## src/rtl/ilc_pkg.sv

```systemverilog
// shared types, field widths and codes for the indexed list block
// no dependencies
package ilc_pkg;

    // default sizing of the list
    localparam int ILC_DEPTH  = 1024;
    localparam int ILC_DATA_W = 32;

    // fixed request and response field widths
    localparam int ILC_FUNC_W   = 2;
    localparam int ILC_INDEX_W  = 10;
    localparam int ILC_VALUE_W  = 32;
    localparam int ILC_RDATA_W  = 32;
    localparam int ILC_COUNT_W  = 11;
    localparam int ILC_MOD_W    = 16;
    localparam int ILC_STATUS_W = 2;

    // operation codes
    localparam logic [ILC_FUNC_W-1:0] OP_APPEND = 2'd0;
    localparam logic [ILC_FUNC_W-1:0] OP_READ   = 2'd1;
    localparam logic [ILC_FUNC_W-1:0] OP_REMOVE = 2'd2;

    // status codes
    localparam logic [ILC_STATUS_W-1:0] ST_OK    = 2'd0;
    localparam logic [ILC_STATUS_W-1:0] ST_RANGE = 2'd1;
    localparam logic [ILC_STATUS_W-1:0] ST_FULL  = 2'd2;

    typedef struct packed {
        logic [ILC_FUNC_W-1:0]  func;
        logic [ILC_INDEX_W-1:0] index;
        logic [ILC_VALUE_W-1:0] value;
    } t_req;

    typedef struct packed {
        logic [ILC_RDATA_W-1:0]  data;
        logic [ILC_COUNT_W-1:0]  count;
        logic [ILC_MOD_W-1:0]    mod_count;
        logic [ILC_STATUS_W-1:0] status;
    } t_rsp;

    // commands broadcast from the controller to every cell
    typedef struct packed {
        logic append;   // cell at the given position takes the new value
        logic load;     // every tap takes its cell's element
        logic compact;  // cells at or above the given position take their neighbor's element
        logic shift;    // tap chain moves one place toward cell zero
    } t_cell_cmd;

endpackage

```

## src/rtl/ilc_cell.sv

```systemverilog
// one storage cell of the list: an element register and a read tap
// depends on ilc_pkg
module ilc_cell #(
    parameter int DATA_WIDTH = ilc_pkg::ILC_DATA_W,
    parameter int IDX_W      = 10,
    parameter int POS        = 0
) (
    input  logic                  i_clk,
    input  ilc_pkg::t_cell_cmd    i_cmd,
    input  logic [IDX_W-1:0]      i_pos,
    input  logic [DATA_WIDTH-1:0] i_value,
    input  logic [DATA_WIDTH-1:0] i_next_elem,
    input  logic [DATA_WIDTH-1:0] i_next_tap,
    output logic [DATA_WIDTH-1:0] o_elem,
    output logic [DATA_WIDTH-1:0] o_tap
);
    import ilc_pkg::*;

    localparam logic [IDX_W-1:0] MY_POS = IDX_W'(POS);

    logic [DATA_WIDTH-1:0] r_elem;
    logic [DATA_WIDTH-1:0] r_tap;

    always_ff @(posedge i_clk) begin
        if (i_cmd.append && (i_pos == MY_POS)) begin
            r_elem <= i_value;
        end else if (i_cmd.compact && (i_pos <= MY_POS)) begin
            r_elem <= i_next_elem;
        end

        if (i_cmd.load) begin
            r_tap <= r_elem;
        end else if (i_cmd.shift) begin
            r_tap <= i_next_tap;
        end
    end

    assign o_elem = r_elem;
    assign o_tap  = r_tap;
endmodule

```

## config.mk

```make
export PLATFORM = sky130hd
export DESIGN_NAME = ilc_cell
export DESIGN_NICKNAME = d
export VERILOG_FILES = /design/src/rtl/ilc_pkg.sv /design/src/rtl/ilc_cell.sv
export SDC_FILE = /design/constraint.sdc
export NUM_CORES = 1
export LEC_CHECK = 0
export CORE_ASPECT_RATIO = 0.8
export CORE_MARGIN = 2
export CORE_UTILIZATION = 40
export CTS_CLUSTER_SIZE = 28
export DETAILED_ROUTE_END_ITERATION = 10
export DONT_BUFFER_PORTS = 1
export GPL_TIMING_DRIVEN = 0
export PLACE_DENSITY = 0.62
export SLEW_MARGIN = 20
export SYNTH_ARGS = -nofsm -noshare
export SYNTH_HDL_FRONTEND = slang
export SYNTH_SLANG_ARGS = --single-unit
```

## constraint.sdc

```tcl
create_clock -name i_clk -period 5.6 [get_ports i_clk]
set_input_delay 0.28 -clock i_clk [delete_from_list [all_inputs] [get_ports i_clk]]
set_output_delay 0.28 -clock i_clk [all_outputs]
set_load 0.05 [all_outputs]
```

==> results of run 1 <==
==> logic make-up after synthesis <==
group                  after synthesis
buffers and inverters                7
multiplexers                        64
AO/OA/AOI/OAI                        1
flip-flops                          64
AND/OR/NAND/NOR                      5
==> worst max path at each step <==
stage | startpoint | endpoint | slack (ps) | cells past startpoint
floorplan | i_pos[1] | o_elem[0]$_DFFE_PP_ | 3630 | 2
global placement | i_pos[5] | o_elem[4]$_DFFE_PP_ | 3270 | 2
detailed placement | i_cmd[2] | o_tap[19]$_DFFE_PP_ | 3350 | 3
CTS | i_cmd[2] | o_tap[1]$_DFFE_PP_ | 3710 | 3
global route | i_cmd[2] | o_tap[12]$_DFFE_PP_ | 3610 | 3
finish | i_cmd[2] | o_tap[12]$_DFFE_PP_ | 3760 | 3
==> layout make-up <==
cell class                      instances  area [µm²]  share of cell area
Sequential cell                        64        1920               0.618
Multi-Input combinational cell         70         881               0.283
Clock buffer                            9         124              0.0398
Tap cell                               87         109              0.0350
Buffer                                  7        48.8              0.0157
Clock inverter                          4        25.0             0.00805
==> power by group <==
part | internal (mW) | leakage (nW) | switching [mW]
combinational | 0.0284 | 0.469 | 0.0170
sequential | 0.549 | 0.614 | 0.0677
clock | 0.151 | 0.0728 | 0.163
==> sequential cells by signal (all words and copies together) (netlist names) <==
name and count:
o_elem 32, o_tap 32
==> metrics by stage <==
step                      std cells  power, mW  hold WS, ps  setup slack [ps]  instance area [µm²]
final                           241      0.976          161              3760                 3110
after floorplan                 141      0.662          497              3630                 2850
after global routing            241       1.02          126              3610                 3110
after global placement          228      0.671          500              3270                 2960
after CTS                       241      0.990          139              3710                 3110
after detailed placement        228      0.673          500              3350                 2960
==> cells in the final DEF (no fill, tap or decap), drive strengths merged <==
cell type  instances
mux2              64
buf                3
clkbuf            13
nor4               2
edfxtp            64
clkinv             2
clkinvlp           2
nand4              1
nor2               1
or2                1
o2111a             1
==> metal layers <==
metal  track usage  part of all wire  vias up
met5             0                 0        -
met2         0.249              0.52      101
li1              -                 -      576
met4        0.0493            0.0097        0
met3        0.0893              0.11        7
met1         0.152              0.36      638
==> impl_results.md, run 1 <==
- Status: completed
- CP cell instances: clkbuf_1 -> clkbuf_1 -> or2_2
- CTS tree: yes
- Fill count: 619
- Final Cycle Share: 0.329
- EDFF count, synth: between 60 and 70
- Die height: 79.5 µm
- CP dominant cell by count: clkbuf_1
- Crit Path Class: input port to flip-flop
- I/O pin cnt: 175
- Row count: 27
- Leak: between 1 and 1.5 nW
- PwrDens: 314 mW/mm²
- HP Class: input port to flip-flop
- Hpwl dp: 4300 µm
- Vias per Instance: 5.49
- Main combinational cell family by area after synthesis: multiplexers
- Diode count: 0
- Slew Limit Fails: 0
- Layout area overhead: 9.09%
- Synth top area share: 0.674
- Seq/Total Area, Yosys: 0.674
- Netlist cell types: 10
- Synthesized Nets: 252
- YS warnings: 0
- Dominant cells by area after synthesis: edfxtp_1 67%, mux2_4 16%, mux2_2 13%, buf_6 1.2%, clkbuf_1 0.53%
- Slowest cell on crit path: or2_2
- Routed Antenna Nets: 0
- Simple-gate portion of the synthesized area: 0.0123
- Hold_buf cts: 0
- Crit path max-delay family: simple AND/OR/NAND/NOR gates
- Count leader, synth: edfxtp_1
- Die W: 98.4 µm
- Post-synthesis mux area share: 0.292
- CORE AREA: between 0.006 and 0.007 mm²
- Setup-failing EPs final: 0
- Worst-path clk slew: 70 ps
- Top cells by count, synth: 64 x edfxtp_1, 34 x mux2_2, 30 x mux2_4, 4 x clkbuf_1, 3 x buf_6
- Post-synthesis area per instance: between 20 and 25 µm²
- Critical Path Sink Type: flip-flop
- Reg2reg start: o_elem[3]$_DFFE_PP_
- Hold_sp: i_next_elem[29]
- Post-Syn Area: 0.00285 mm²
- DRC errors left: 0
- Compound-Gate Fraction of Synth Area: 0.00395
- Tot GR Track Use: 0.147
- Least-Margin Pin Slew: 822 ps
- Die Area: between 0.007 and 0.008 mm²
- Worst r2r dst: o_tap[3]$_DFFE_PP_
- Top_reg_cell synth: edfxtp_1
- Final Net Count: 263
- Clock Latency Late Sink: 330 ps
- DR iter-0 viols: 49
- # resized after CTS: 0
- Layout cells sized above 1: 0.539
- Layout Skew: roughly 5.2 ps
- Port Buffers: 0
- Total clock sinks: 64
- TritonCTS Buffers: 9
- Post-synthesis xor/xnor area fraction: 0
- Adder-cell share of the synthesized area: 0
- Total gr overflow: 0
- Max incr delay on CP: 760 ps
- Largest area contributor in the netlist: edfxtp_1
- Critical path fanouts, max: 32
- Worst Setup Start Kind: input port
- Slew margin rel.: 0.452
- Largest net degree at the start of global routing: 33
- Cells after Synth: 141
- Reg2reg path depth: 1
- FMAX: 543 MHz
- Required @ worst endpoint: 5550 ps
- Fin util: 0.451
- Asr flop ratio synth: 0
- Drt total wl: a little under 6000 µm
- Htree depth: 3
- Initial DRT Pass Iterations: 4
- Post-CTS Setup Bufs: 0
- Max-Cap Viols: 0
- Hold Path Depth: 1
- Starting Density: 0.414
- Worst IR drop on VDD: approximately 160 µV
- First-pass GRT wire length: 8360 µm
- Fin Setup TNS: 0 ps
- Flops & latches, synth: 64
- Worst path arrival time: 1800 ps
- Hold Violations, Final: 0
- Worst path bufs/invs: 2
- Via count: roughly 1300
- Bufs on Longest Clock Path: 2
- WHS Endpoint: o_elem[29]$_DFFE_PP_
- Fin crit period: 1840 ps
- Antenna violations before repair: 0
- Reg2Reg Setup Slack: 4360 ps
- Unrepaired setup endpoints after global routing: false
- WL/cell: 24.3 µm
- Clk root buf: clkbuf_8
- Final Wtd Congestion: 0.716
- Vias in the first global route: 1413
Power figures use the tool's default switching activity.
==> run 2: changes to the inputs <==
--- a/config.mk
+++ b/config.mk
@@ -12,7 +12,7 @@
 export DETAILED_ROUTE_END_ITERATION = 10
 export DONT_BUFFER_PORTS = 1
 export GPL_TIMING_DRIVEN = 0
-export PLACE_DENSITY = 0.62
+export PLACE_DENSITY = 0.64
 export SLEW_MARGIN = 20
 export SYNTH_ARGS = -nofsm -noshare
 export SYNTH_HDL_FRONTEND = slang
==> constraint.sdc (replaced) <==
create_clock -name i_clk -period 1.6 [get_ports i_clk]
set_input_delay 0.08 -clock i_clk [delete_from_list [all_inputs] [get_ports i_clk]]
set_output_delay 0.08 -clock i_clk [all_outputs]
set_load 0.05 [all_outputs]
==> run 2 against run 1 <==
  * Worst setup slack got worse by 3700 ps
  * Hold slack improved by 110 ps
  * Sequential share of layout area decreased by 15 points
  * Via count increased by 34%
  * Combinational power increased to 7.9 times the previous value
  * Sequential cell count unchanged
  * Highest routed layer unchanged
==> impl_results.md, run 2 (same netlist as run 1, synthesis figures left out) <==
- Status: completed
- Vias per Instance: 5.20
- Slew margin rel.: 0.466
- DP Worst Slack: -458 ps
- Clk root buf: clkbuf_8
- DRC errors left: 0
- Max-Cap Viols: 0
- Htree depth: 3
- Top layer used by detailed routing: met4
- Setup-failing EPs final: 0
- DR WL met2: 3910 µm
- Worst path arrival time: 1640 ps
- Starting Density: 0.414
- FMAX: around 640 MHz
- Most frequent cells in the layout: 96 x dlygate4sd3_1, 64 x edfxtp_1, 34 x mux2_2
- Routed Antenna Nets: 0
- Final Wtd Congestion: approximately 0.72
- Min setup slack post-route: roughly 34 ps
- Leak: 1.58 nW
- Hpwl dp: between 4000 and 5000 µm
- Layout Skew: around 7.6 ps
- CP cell instances: nor4_1 -> nand4_2 -> mux2_2 -> dlygate4sd3_1
- Antenna violations before repair: 0
- Hold Violations, Final: 0
- Min Hold Slack: 273 ps
- CTS tree: yes
- Least-Margin Pin Slew: 801 ps
- WL/cell: 21.1 µm
- Reg2reg path depth: 1
- Required @ worst endpoint: 1670 ps
- Power Internal: 2.86 mW
- First-pass GRT wire length: 10800 µm
- Combinational group share of total power: 0.095
- Port Buffers: 0
- Seq pwr share: 0.570
- Max incr delay on CP: 570 ps
- Fin Setup TNS: 0 ps
- Via count: 1777
- Die height: 79.5 µm
- Total clock sinks: 64
- Final Net Count: 362
- DR iter-0 viols: 36
- Hold_sp: i_cmd[2]
- Layout area overhead: 44.6%
- Bufs on Longest Clock Path: 2
- Worst IR drop on VDD: approximately 420 µV
- Slew Limit Fails: 0
- Total Power: 3.78 mW
- CORE AREA: between 0.006 and 0.007 mm²
- Vias in the first global route: roughly 2000
- Crit Path Class: input port to flip-flop
- Drt total wl: 7220 µm
- Total gr overflow: 0
- Layout cells sized above 1: 0.333
- PwrDens: 918 mW/mm²
- Hold Path Depth: 2
- Final Cycle Share: 0.979
- Die W: 98.4 µm
- HP Class: input port to flip-flop
- Clock Power Share: 0.335
- Initial DRT Pass Iterations: 4
- Reg2Reg Setup Slack: 350 ps
- Critical Path Sink Type: flip-flop
- Clock Latency Late Sink: approximately 330 ps
- Most common cell after layout, fill and taps aside: dlygate4sd3_1
- Fin crit period: 1570 ps
- Slowest cell on crit path: dlygate4sd3_1
- Reg2reg start: o_elem[22]$_DFFE_PP_
- Fin util: 0.598
- Net Sw Frac: 0.243
- Tot GR Track Use: 0.186
- Worst-path clk slew: 60 ps
- WHS Endpoint: o_tap[0]$_DFFE_PP_
- Worst path bufs/invs: 1
- M1 WL: 2470 µm
- Critical path fanouts, max: 4
- Largest net degree at the start of global routing: 33
- Die Area: 0.00782 mm²
- TritonCTS Buffers: 9
- Worst Setup Start Kind: input port
- Crit path max-delay family: simple AND/OR/NAND/NOR gates
- Diode count: 0
- Psw: 0.918 mW
- Row count: 27
- DR WL met3: 662 µm
- Worst r2r dst: o_tap[22]$_DFFE_PP_
- I/O pin cnt: 175
[run 2: routing by layer]
metal  global-route usage  vias to the layer above
li1                     -                      777
met1                0.180                      863
met2                0.344                      119
met3               0.0806                       18
met4               0.0863                        0
met5                    0                        -
[run 2: power groups by stage]
stage	combinational [mW]	clock, mW	sequential (mW)
after floorplan	0.135	0	2.18
after global placement	0.154	0	2.19
after detailed placement	0.163	0	2.19
after CTS	0.351	1.29	2.16
after global routing	0.385	1.36	2.16
final	0.359	1.27	2.16
[run 2: per-stage QoR]
step / cells / instance area (µm²)
2_1_floorplan: 141 / 2850
3_3_place_gp: 228 / 2960
3_5_place_dp: 228 / 2960
4_1_cts: 339 / 4100
5_1_grt: 342 / 4120
6_report: 342 / 4120
[run 2: what timing repair did]
action | CTS | global route
endpoints found under the setup margin | 32 | 1
hold endpoints to repair | 64 | 0
pin swaps | 0 | 1
setup buffers | 0 | 3
resized for setup | 1 | 0
hold buffers | 96 | 0
[run 2: how the worst max path moves through the flow]
stage,start,to,slack (ps),cells after the start
after CTS,i_pos[1],o_elem[31]$_DFFE_PP_,20,4
after global placement,i_cmd[2],o_tap[6]$_DFFE_PP_,-330,3
after floorplan,i_cmd[2],o_tap[0]$_DFFE_PP_,70,3
final,i_pos[1],o_elem[31]$_DFFE_PP_,30,4
after detailed placement,i_cmd[2],o_tap[10]$_DFFE_PP_,-460,3
after global routing,i_pos[1],o_elem[31]$_DFFE_PP_,-20,4
[run 2: final cells by class]
class | instances | area [µm²]
tap | 87 | 109
timing repair buffer | 99 | 983
buffer | 7 | 48.8
sequential | 64 | 1920
fill | 531 | 2770
multi-input combinational | 70 | 883
clock buffer | 9 | 124
clock inverter | 6 | 51.3
