### src/rtl/ilc_pkg.sv
// shared types, field widths and codes for the indexed list block
// no dependencies
package ilc_pkg;

    // default sizing of the list
    localparam int ILC_DEPTH  = 1024;
    localparam int ILC_DATA_W = 32;

    // fixed request and response field widths
    localparam int ILC_FUNC_W   = 2;
    localparam int ILC_INDEX_W  = 10;
    localparam int ILC_VALUE_W  = 32;
    localparam int ILC_RDATA_W  = 32;
    localparam int ILC_COUNT_W  = 11;
    localparam int ILC_MOD_W    = 16;
    localparam int ILC_STATUS_W = 2;

    // operation codes
    localparam logic [ILC_FUNC_W-1:0] OP_APPEND = 2'd0;
    localparam logic [ILC_FUNC_W-1:0] OP_READ   = 2'd1;
    localparam logic [ILC_FUNC_W-1:0] OP_REMOVE = 2'd2;

    // status codes
    localparam logic [ILC_STATUS_W-1:0] ST_OK    = 2'd0;
    localparam logic [ILC_STATUS_W-1:0] ST_RANGE = 2'd1;
    localparam logic [ILC_STATUS_W-1:0] ST_FULL  = 2'd2;

    typedef struct packed {
        logic [ILC_FUNC_W-1:0]  func;
        logic [ILC_INDEX_W-1:0] index;
        logic [ILC_VALUE_W-1:0] value;
    } t_req;

    typedef struct packed {
        logic [ILC_RDATA_W-1:0]  data;
        logic [ILC_COUNT_W-1:0]  count;
        logic [ILC_MOD_W-1:0]    mod_count;
        logic [ILC_STATUS_W-1:0] status;
    } t_rsp;

    // commands broadcast from the controller to every cell
    typedef struct packed {
        logic append;   // cell at the given position takes the new value
        logic load;     // every tap takes its cell's element
        logic compact;  // cells at or above the given position take their neighbor's element
        logic shift;    // tap chain moves one place toward cell zero
    } t_cell_cmd;

endpackage

### src/rtl/ilc_if.sv
// valid/ready channel interfaces for requests and responses
// depends on ilc_pkg
interface ilc_req_if;
    import ilc_pkg::*;

    logic valid;
    logic ready;
    t_req payload;

    modport source (output valid, output payload, input ready);
    modport sink (input valid, input payload, output ready);
endinterface

interface ilc_rsp_if;
    import ilc_pkg::*;

    logic valid;
    logic ready;
    t_rsp payload;

    modport source (output valid, output payload, input ready);
    modport sink (input valid, input payload, output ready);
endinterface

### src/rtl/ilc_ctrl.sv
// sequencer: decodes requests, keeps count and change counter, drives the cell row
// depends on ilc_pkg and ilc_if
module ilc_ctrl #(
    parameter int DEPTH      = ilc_pkg::ILC_DEPTH,
    parameter int DATA_WIDTH = ilc_pkg::ILC_DATA_W,
    parameter int IDX_W      = $clog2(DEPTH)
) (
    input  logic                  i_clk,
    input  logic                  i_rst_n,
    ilc_req_if.sink               i_req,
    ilc_rsp_if.source             o_rsp,
    output ilc_pkg::t_cell_cmd    o_cmd,
    output logic [IDX_W-1:0]      o_pos,
    output logic [DATA_WIDTH-1:0] o_value,
    input  logic [DATA_WIDTH-1:0] i_tap0
);
    import ilc_pkg::*;

    localparam int CNT_W = $clog2(DEPTH + 1);
    localparam int CMP_W = (CNT_W > ILC_INDEX_W) ? CNT_W : ILC_INDEX_W;
    localparam logic [CNT_W-1:0] FULL_CNT = CNT_W'(DEPTH);

    typedef enum logic [1:0] {S_IDLE, S_SHIFT, S_HOLD} t_state;

    t_state           r_state, n_state;
    logic [CNT_W-1:0] r_count, n_count;
    logic [ILC_MOD_W-1:0] r_mod, n_mod;
    logic [IDX_W-1:0] r_steps, n_steps;
    t_rsp             r_res, n_res;
    t_rsp             r_out, n_out;
    logic             r_out_valid, n_out_valid;

    logic      accept;
    logic      out_free;
    logic      idx_ok;
    logic      res_fire;
    t_rsp      res;
    t_cell_cmd cmd;
    logic [IDX_W-1:0] pos;

    assign accept   = i_req.valid && (r_state == S_IDLE);
    assign out_free = !r_out_valid || o_rsp.ready;
    assign idx_ok   = CMP_W'(i_req.payload.index) < CMP_W'(r_count);

    always_comb begin
        n_state     = r_state;
        n_count     = r_count;
        n_mod       = r_mod;
        n_steps     = r_steps;
        n_res       = r_res;
        n_out       = r_out;
        n_out_valid = r_out_valid && !o_rsp.ready;
        cmd         = '0;
        pos         = IDX_W'(i_req.payload.index);
        res_fire    = 1'b0;
        res         = '0;

        case (r_state)
            S_IDLE: begin
                if (accept) begin
                    res_fire = 1'b1;
                    case (i_req.payload.func)
                        OP_APPEND: begin
                            if (r_count >= FULL_CNT) begin
                                res.status = ST_FULL;
                            end else begin
                                cmd.append = 1'b1;
                                pos        = IDX_W'(r_count);
                                n_count    = r_count + CNT_W'(1);
                                n_mod      = r_mod + ILC_MOD_W'(1);
                            end
                        end
                        OP_READ, OP_REMOVE: begin
                            if (!idx_ok) begin
                                res.status = ST_RANGE;
                            end else begin
                                res_fire = 1'b0;
                                cmd.load = 1'b1;
                                n_steps  = IDX_W'(i_req.payload.index);
                                n_state  = S_SHIFT;
                                if (i_req.payload.func == OP_REMOVE) begin
                                    cmd.compact = 1'b1;
                                    n_count     = r_count - CNT_W'(1);
                                    n_mod       = r_mod + ILC_MOD_W'(1);
                                end
                            end
                        end
                        default: begin
                            res.status = ST_OK;
                        end
                    endcase
                    res.count     = ILC_COUNT_W'(n_count);
                    res.mod_count = n_mod;
                end
            end
            S_SHIFT: begin
                if (r_steps == '0) begin
                    // requested element has reached the head of the tap chain
                    res_fire      = 1'b1;
                    res.data      = ILC_RDATA_W'(i_tap0);
                    res.count     = ILC_COUNT_W'(r_count);
                    res.mod_count = r_mod;
                    res.status    = ST_OK;
                end else begin
                    cmd.shift = 1'b1;
                    n_steps   = r_steps - IDX_W'(1);
                end
            end
            S_HOLD: begin
                res_fire = 1'b1;
                res      = r_res;
            end
            default: begin
                n_state = S_IDLE;
            end
        endcase

        if (res_fire) begin
            if (out_free) begin
                n_out       = res;
                n_out_valid = 1'b1;
                n_state     = S_IDLE;
            end else begin
                n_res   = res;
                n_state = S_HOLD;
            end
        end
    end

    always_ff @(posedge i_clk) begin
        if (!i_rst_n) begin
            r_state     <= S_IDLE;
            r_count     <= '0;
            r_mod       <= '0;
            r_out_valid <= 1'b0;
        end else begin
            r_state     <= n_state;
            r_count     <= n_count;
            r_mod       <= n_mod;
            r_out_valid <= n_out_valid;
        end
        r_steps <= n_steps;
        r_res   <= n_res;
        r_out   <= n_out;
    end

    assign i_req.ready   = (r_state == S_IDLE);
    assign o_rsp.valid   = r_out_valid;
    assign o_rsp.payload = r_out;
    assign o_cmd         = cmd;
    assign o_pos         = pos;
    assign o_value       = DATA_WIDTH'(i_req.payload.value);
endmodule

### src/flat_wrapper.sv
// flat-port wrapper written by rule: the top's interface ports become plain ports
module ilc_ctrl_flat import ilc_pkg::*;
#(
    parameter int DEPTH      = ilc_pkg::ILC_DEPTH,
    parameter int DATA_WIDTH = ilc_pkg::ILC_DATA_W,
    parameter int IDX_W      = $clog2(DEPTH)
)
  (i_clk, i_rst_n, o_cmd, o_pos, o_value, i_tap0, i_req_valid, i_req_payload, i_req_ready, o_rsp_valid, o_rsp_payload, o_rsp_ready);
  ilc_req_if i_req_i ();
  ilc_rsp_if o_rsp_i ();
  input  logic i_clk;
  input  logic i_rst_n;
  output ilc_pkg::t_cell_cmd o_cmd;
  output logic [IDX_W-1:0] o_pos;
  output logic [DATA_WIDTH-1:0] o_value;
  input  logic [DATA_WIDTH-1:0] i_tap0;
  input wire logic [$bits(i_req_i.valid)-1:0] i_req_valid;
  input wire logic [$bits(i_req_i.payload)-1:0] i_req_payload;
  output wire logic [$bits(i_req_i.ready)-1:0] i_req_ready;
  output wire logic [$bits(o_rsp_i.valid)-1:0] o_rsp_valid;
  output wire logic [$bits(o_rsp_i.payload)-1:0] o_rsp_payload;
  input wire logic [$bits(o_rsp_i.ready)-1:0] o_rsp_ready;
  assign i_req_i.valid = i_req_valid;
  assign i_req_i.payload = i_req_payload;
  assign i_req_ready = i_req_i.ready;
  assign o_rsp_valid = o_rsp_i.valid;
  assign o_rsp_payload = o_rsp_i.payload;
  assign o_rsp_i.ready = o_rsp_ready;
  ilc_ctrl #(.DEPTH(DEPTH), .DATA_WIDTH(DATA_WIDTH), .IDX_W(IDX_W)) u_core (.i_clk(i_clk), .i_rst_n(i_rst_n), .i_req(i_req_i), .o_rsp(o_rsp_i), .o_cmd(o_cmd), .o_pos(o_pos), .o_value(o_value), .i_tap0(i_tap0));
endmodule
### config.mk
export PLATFORM = sky130hd
export DESIGN_NAME = ilc_ctrl_flat
export DESIGN_NICKNAME = d
export VERILOG_FILES = /design/src/rtl/ilc_pkg.sv /design/src/rtl/ilc_if.sv /design/src/rtl/ilc_ctrl.sv /design/src/flat_wrapper.sv
export SDC_FILE = /design/constraint.sdc
export NUM_CORES = 1
export LEC_CHECK = 0
export ABC_CLOCK_PERIOD_IN_PS = 5800
export BUFFER_PORTS_ARGS = -buffer_cell sky130_fd_sc_hd__buf_2
export CORE_AREA = 2 2 131 133
export CTS_CLUSTER_DIAMETER = 200
export DETAILED_ROUTE_END_ITERATION = 7
export DIE_AREA = 0 0 133 135
export GPL_TIMING_DRIVEN = 0
export PLACE_DENSITY = 0.79
export SYNTH_ARGS = -nofsm -noshare
export SYNTH_HDL_FRONTEND = slang
export SYNTH_SLANG_ARGS = --single-unit
### constraint.sdc
create_clock -name i_clk -period 5.8 [get_ports i_clk]
set_input_delay 0.87 -clock i_clk [delete_from_list [all_inputs] [get_ports i_clk]]
set_output_delay 0.87 -clock i_clk [all_outputs]
set_load 0.005 [all_outputs]
==> summary.md, run 1 <==
| Metric | Value |
|---|---|
| Crit path max-delay cell type | `nor2_1` |
| H-Tree Level Count | `4` |
| Global-route wire length before repair | `about 42 mm` |
| Post-layout util | `around two thirds` |
| TritonCTS clock tree | `built` |
| Root Buffer | `clkbuf_16` |
| Initial Util | `a little over half` |
| Post-route minimum period | `slightly above 4 ns` |
| FF-to-FF path depth | `11` |
| Buffers on Ports | `156` |
| Share of flip-flops with an asynchronous set or reset | `0%` |
| Rows | `47` |
| R2r setup slk | `1.64 ns` |
| Reg2reg start | `u_core.r_count[2]` |
| Arr. time, crit path | `~4.3 ns` |
| CP endpoint kind | `flip-flop` |
| Post-CTS setup buffer count | `0` |
| Gr usage total | `30.7%` |
| Area Growth Syn to Fin | `19.9%` |
| Synth Instances | `a little under 900` |
| First DRT Iteration DRCs | `~1100` |
| Clock Latency Late Sink | `0.44 ns` |
| Top cell by count, worst path | `a21oi_1` |
| Worst-margin pin slew | `1.06 ns` |
| Inserted Clock Buffers | `17` |
| Post-synth EDFFs | `around 130` |
| CORE AREA | `roughly 16000 sq um` |
| Yosys cell types | `71` |
| Antenna cell count | `0` |
| Die width | `133 um` |
| Deepest clock path buffer count | `2` |
| Final Max Slew Viols | `0` |
| Die area | `18000 sq um` |
| Final nets | `1166` |
| Unrepaired setup endpoints after global routing | `no` |
| PwrDens | `approximately 280 nW/um^2` |
| Number of hold buffers added after cts | `0` |
| R2r endpoint | `u_core.o_rsp.payload[17]` |
| FMAX | `~240 MHz` |
| Die height | `around 140 um` |
| Worst Skew | `approximately 0.0085 ns` |
| IO Pins | `about 190` |
| Most used flip-flop cell after synthesis | `edfxtp_1` |
| Detailed Place HPWL | `a little under 20 mm` |
| Status | `finished, final reports clean` |
| Worst slew margin | `between 20 and 30%` |
| Hold path depth | `2` |
| Worst setup SP type | `flip-flop` |
| Vias | `slightly above 8000` |
| Setup violators final | `0` |
| Worst EP required | `~6 ns` |
| Design Power | `between 3 and 4 mW` |
| TritonCTS Sinks | `about 160` |
| Yosys warning count | `0` |
| Max_cap viols | `0` |
| Net count after synthesis | `~990` |
| Min-delay worst type | `flip-flop to flip-flop` |
| Flops & latches, synth | `162` |
| Peak VDD IR | `between 0.2 and 0.25 mV` |
| Cell Chain, Critical Path | `clkinv_1, ha_1, a21oi_1, o21ai_1, a31o_2, buf_2, nor2_1, nand2_1, a21oi_1, nor2_4, buf_12` |
| Hold EP | `u_core.r_count[7]` |
| DRC Markers | `0` |
| Routed Antenna Nets | `0` |
| Routability Congestion | `between 1 and 1.5` |
| CTS clk-pin slew, worst paths | `about 0.07 ns` |
| Layout cell share with drive strength beyond 1 | `between 20 and 25%` |
| Family with the most delay on the worst path | `simple AND/OR/NAND/NOR gates` |
| WL/cell | `~22 um` |
| Final hold vios | `0` |
| Post-cts sizing count | `0` |
| Crit path buf inv count | `3` |
| Post-Route WL | `approximately 28 mm` |
| Fill cell total of the finished layout | `about 1300` |
| GRT Residual Overflow | `0` |
| Origin of the worst min-delay path | `u_core.r_count[7]` |
| Avg Inst Size Synth | `10.0 sq um` |
| Mapped Area | `between 8000 and 9000 sq um` |
| Leakage power | `3.84 nW` |
| Critical path class | `flip-flop to flip-flop` |
| Final worst-path cycle share | `71.7%` |
| Vias in the first global route | `between 7000 and 8000` |
| Hold_ws | `0.555 ns` |
| Drt first pass iters | `8` |
| Largest net degree at the start of global routing | `34` |
| Seq/Total Area, Yosys | `about half` |
| Via-to-Cell Ratio | `between 6 and 7` |
| Crit-path max cell delay | `~0.7 ns` |
| Maximum fanout along the worst path | `33` |
| Antenna violations before repair | `0` |
## cell usage after synthesis (14+ instances only)
library cell	instances	area [sq um]
a21oi_1	63	315
a22oi_1	51	383
a31oi_1	14	87.6
buf_4	34	255
clkbuf_1	59	221
dfxtp_1	30	601
edfxtp_1	132	3960
ha_1	20	250
inv_1	25	93.8
nand2_1	63	236
nand3_1	21	105
nor2_1	57	214
nor2b_1	37	231
nor3_1	29	145
nor4_1	14	87.6
o21ai_0	67	335
## sequential cells by signal (all words and copies together) (netlist names)
register and cells:
u_core.r_count 11, u_core.r_state 2, u_core.r_mod 16, u_core.r_steps 10, u_core.o_rsp.payload 61, u_core.o_rsp.valid 1, u_core.r_res 61
## report_power, final
part	internal (mW)	leakage (nW)	switching, mW
Clock	0.664	0.307	0.531
Combinational	0.161	2.04	0.302
Sequential	1.34	1.50	0.0279
Total	2.16	3.84	0.861
## layout make-up
class	count	area (sq um)	area share, %
flip-flops and latches	162	4560	42.9
multi-input cells	595	3690	34.7
repair buffers	159	841	7.90
plain buffers	104	542	5.09
clock buffers	17	425	4.00
well taps	220	275	2.59
clock inverters	15	208	1.95
inverters	27	101	0.952
## cells in the final DEF, fill, tap and decap left out, types with 11 or more instances in the layout
cell type / netlist / layout
a21oi_1: 63 / 63
a22oi_1: 51 / 51
a31oi_1: 14 / 14
buf_2: 6 / 162
buf_4: 34 / 34
clkbuf_1: 59 / 59
clkbuf_16: 0 / 17
dfxtp_1: 30 / 30
edfxtp_1: 132 / 132
ha_1: 20 / 20
inv_1: 25 / 25
nand2_1: 63 / 63
nand3_1: 21 / 21
nand4_1: 11 / 11
nor2_1: 57 / 55
nor2b_1: 37 / 37
nor3_1: 29 / 29
nor4_1: 14 / 14
o21ai_0: 67 / 67
xnor2_1: 13 / 13
## per-layer routing
layer	vias to the layer above	GRT usage, %	wire (um)
met5	-	0	0
met4	0	12.9	1100
met3	97	6.23	2830
met2	506	49.5	13100
met1	3893	40.8	11200
li1	3680	-	-
## worst min-delay path: stages (launching register included)
cell,delay [ns]
dfxtp_1,0.37
nand2_1,0.08
a21oi_1,0.06
## how the worst max path moves through the flow
stage	cells past startpoint	startpoint	slack [ns]	to
after floorplan	9	i_req_payload[41]	0.72	u_core.o_rsp.payload[0]
after global placement	10	i_req_payload[41]	-1.29	u_core.r_res[13]
after detailed placement	11	i_req_payload[34]	1.59	u_core.o_rsp.payload[13]
after CTS	11	u_core.r_count[2]	1.77	u_core.o_rsp.payload[13]
after global routing	11	u_core.r_count[2]	1.53	u_core.o_rsp.payload[17]
final	11	u_core.r_count[2]	1.64	u_core.o_rsp.payload[17]
## logic make-up (layout without fill, tap and decap cells)
| family | count (synthesis) | count (layout) | synth area share, % |
|---|---|---|---|
| xor gates and xnor gates | 18 | 18 | 1.77 |
| muxes | 6 | 6 | 0.704 |
| buffers and inverters | 131 | 322 | 7.24 |
| and+or+nand+nor | 269 | 269 | 15.4 |
| AOI/OAI and AO/OA | 282 | 282 | 20.7 |
| adders and majority gates | 20 | 20 | 2.82 |
| DFF | 162 | 162 | 51.4 |
## through the flow
| step | TNS, ns | worst slack (ns) | instance area, sq um | instances |
|---|---|---|---|---|
| after floorplan | 0 | 0.724 | 8880 | 888 |
| after global placement | -156.07 | -1.29 | 9940 | 1264 |
| after detailed placement | 0 | 1.59 | 10000 | 1267 |
| after CTS | 0 | 1.77 | 10600 | 1299 |
| after global routing | 0 | 1.53 | 10600 | 1299 |
| final | 0 | 1.64 | 10600 | 1299 |
(Power assumes the default switching activity.)
==> run 2, diff against run 1 <==
--- a/config.mk
+++ b/config.mk
@@ -5,7 +5,7 @@
 export SDC_FILE = /design/constraint.sdc
 export NUM_CORES = 1
 export LEC_CHECK = 0
-export ABC_CLOCK_PERIOD_IN_PS = 5800
+export ABC_CLOCK_PERIOD_IN_PS = 3850
 export BUFFER_PORTS_ARGS = -buffer_cell sky130_fd_sc_hd__buf_2
 export CORE_AREA = 2 2 131 133
 export CTS_CLUSTER_DIAMETER = 200
==> constraint.sdc (replaced) <==
create_clock -name i_clk -period 3.85 [get_ports i_clk]
set_input_delay 0.5775 -clock i_clk [delete_from_list [all_inputs] [get_ports i_clk]]
set_output_delay 0.5775 -clock i_clk [all_outputs]
set_load 0.005 [all_outputs]
==> run 2 against run 1 <==
Net effect:
- combinational power rose by 52%
- first-iteration DRC count barely moved
- sequential power rose by 50%
- cell area barely moved
==> summary.md, run 2 (synthesized netlist as in run 1, its figures left out) <==
| Metric | Value |
|---|---|
| Min-delay worst type | `input port to flip-flop` |
| Post-route minimum period | `3.76 ns` |
| First DRT Iteration DRCs | `~1100` |
| Buffers on Ports | `about 160` |
| Final Max Slew Viols | `0` |
| Area Growth Syn to Fin | `19.8%` |
| Die width | `133 um` |
| IO Pins | `189` |
| Commonest non-fill, non-tap cell in the layout | `buf_2` |
| GRT Residual Overflow | `0` |
| Leakage power | `3.84 nW` |
| PwrDens | `417 nW/um^2` |
| CTS clk-pin slew, worst paths | `~0.07 ns` |
| Peak VDD IR | `around 0.32 mV` |
| Final worst-path cycle share | `just under 100%` |
| Gr usage total | `a little under a third` |
| Final hold vios | `0` |
| Vias | `between 8000 and 9000` |
| Root Buffer | `clkbuf_16` |
| Routability Congestion | `1.03` |
| Die area | `~18000 sq um` |
| Total negative slack | `0 ns` |
| Detailed Place HPWL | `slightly below 20 mm` |
| Routed Antenna Nets | `0` |
| Worst Skew | `~0.01 ns` |
| Unrepaired setup endpoints after global routing | `no` |
| Deepest clock path buffer count | `2` |
| Inserted Clock Buffers | `17` |
| FMAX | `between 200 and 300 MHz` |
| Sequential cell area | `between 4000 and 5000 sq um` |
| Hold_ws | `between 0.4 and 0.5 ns` |
| Rows | `47` |
| Most frequent cells in the layout | `buf_2, edfxtp_1, o21ai_0` |
| Via-to-Cell Ratio | `~6.3` |
| DRC Markers | `0` |
| Maximum fanout along the worst path | `11` |
| H-Tree Level Count | `4` |
| Antenna cell count | `0` |
| Worst EP required | `around 3.3 ns` |
| Number of hold buffers added after cts | `0` |
| Clock Latency Late Sink | `around 0.44 ns` |
| Footprint of the multi-input gates | `about 3700 sq um` |
| Max_cap viols | `0` |
| Setup violators final | `0` |
| Final nets | `1168` |
| Largest net degree at the start of global routing | `34` |
| TritonCTS Sinks | `about 160` |
| Antenna violations before repair | `0` |
| Critical path class | `flip-flop to output pin` |
| Worst slew margin | `36.4%` |
| Status | `finished, final reports clean` |
| Die height | `~140 um` |
| WL/cell | `~22 um` |
| Vias in the first global route | `7796` |
| TritonCTS clock tree | `built` |
| Global-route wire length before repair | `42.3 mm` |
| Layout cell share with drive strength beyond 1 | `about a quarter` |
| Fill cell total of the finished layout | `~1300` |
| Initial Util | `between 50% and 60%` |
| Worst setup SP type | `flip-flop` |
| Post-Route WL | `28.1 mm` |
| Worst-margin pin slew | `roughly 0.95 ns` |
| Arr. time, crit path | `around 3.2 ns` |
| Drt first pass iters | `6` |
| CP endpoint kind | `output pin` |
| CORE AREA | `between 15000 and 20000 sq um` |
run 2: cell types whose count changed in the layout (fill, tap and decap cells not counted), moves of 2 or more:
cell / change
buf_4: +2
bufinv_16: -2
clkinvlp_4: +2
inv_8: +2
nor2_2: +2
run 2: what timing repair did:
item / 4_1_cts / 5_1_grt
buffers inserted: 0 / 2
gates resized for setup: 2 / 3
endpoints found under the setup margin: 83 / 35
pin swaps: 1 / 1
gates cloned: 1 / 0
run 2: per-stage QoR:
stage          power (mW)  utilization, %  setup slack [ns]  cells  cell area [sq um]
3_3_place_gp         2.75            60.6             -1.39   1264               9940
2_1_floorplan        2.47               -            -0.104    888               8890
5_1_grt              4.57            64.9           0.00687   1301              10600
3_5_place_dp         2.77            61.1            -0.177   1267              10000
4_1_cts              4.43            64.7             0.111   1300              10600
6_report             4.44            64.9            0.0877   1301              10600
run 2: critical path, cell delays in order, from the launching register on:
cell and delay, ns:
dfxtp_1 0.50, clkinv_1 0.30, ha_1 0.37, a21oi_1 0.12
o21ai_1 0.12, a31oi_2 0.29, nand2_1 0.41, nor3_1 0.44
buf_2 0.18
run 2: worst paths after layout:
path / end / cells past startpoint / from / slack, ns
worst max register to register: u_core.r_res[0] / 12 / u_core.r_count[2] / 0.16
worst min-delay path: u_core.r_steps[0] / 2 / i_req_payload[32] / 0.48
worst max-delay path: o_cmd[1] / 8 / u_core.r_count[2] / 0.09
worst min register to register: u_core.r_count[7] / 2 / u_core.r_count[7] / 0.55
run 2: area by class of cell:
type | count | area share, %
sequential | 162 | 42.9
timing repair buffer | 161 | 8.11
clock buffer | 17 | 4.00
multi-input combinational | 596 | 34.9
buffer | 103 | 5.05
clock inverter | 15 | 1.50
inverter | 27 | 0.952
tap | 220 | 2.59
run 2: report_power, final:
group	internal, mW	switching [mW]
clock network	0.870	0.810
registers	2.02	0.0430
logic	0.244	0.458
total	3.13	1.31
run 2: per-layer routing:
layer | routed length (um) | vias to the layer above | track usage (%)
li1 | - | 3691 | -
met1 | 10900 | 3899 | 38.8
met2 | 13000 | 544 | 49.1
met3 | 2990 | 118 | 8.07
met4 | 1200 | 0 | 15.5
met5 | 0 | - | 0
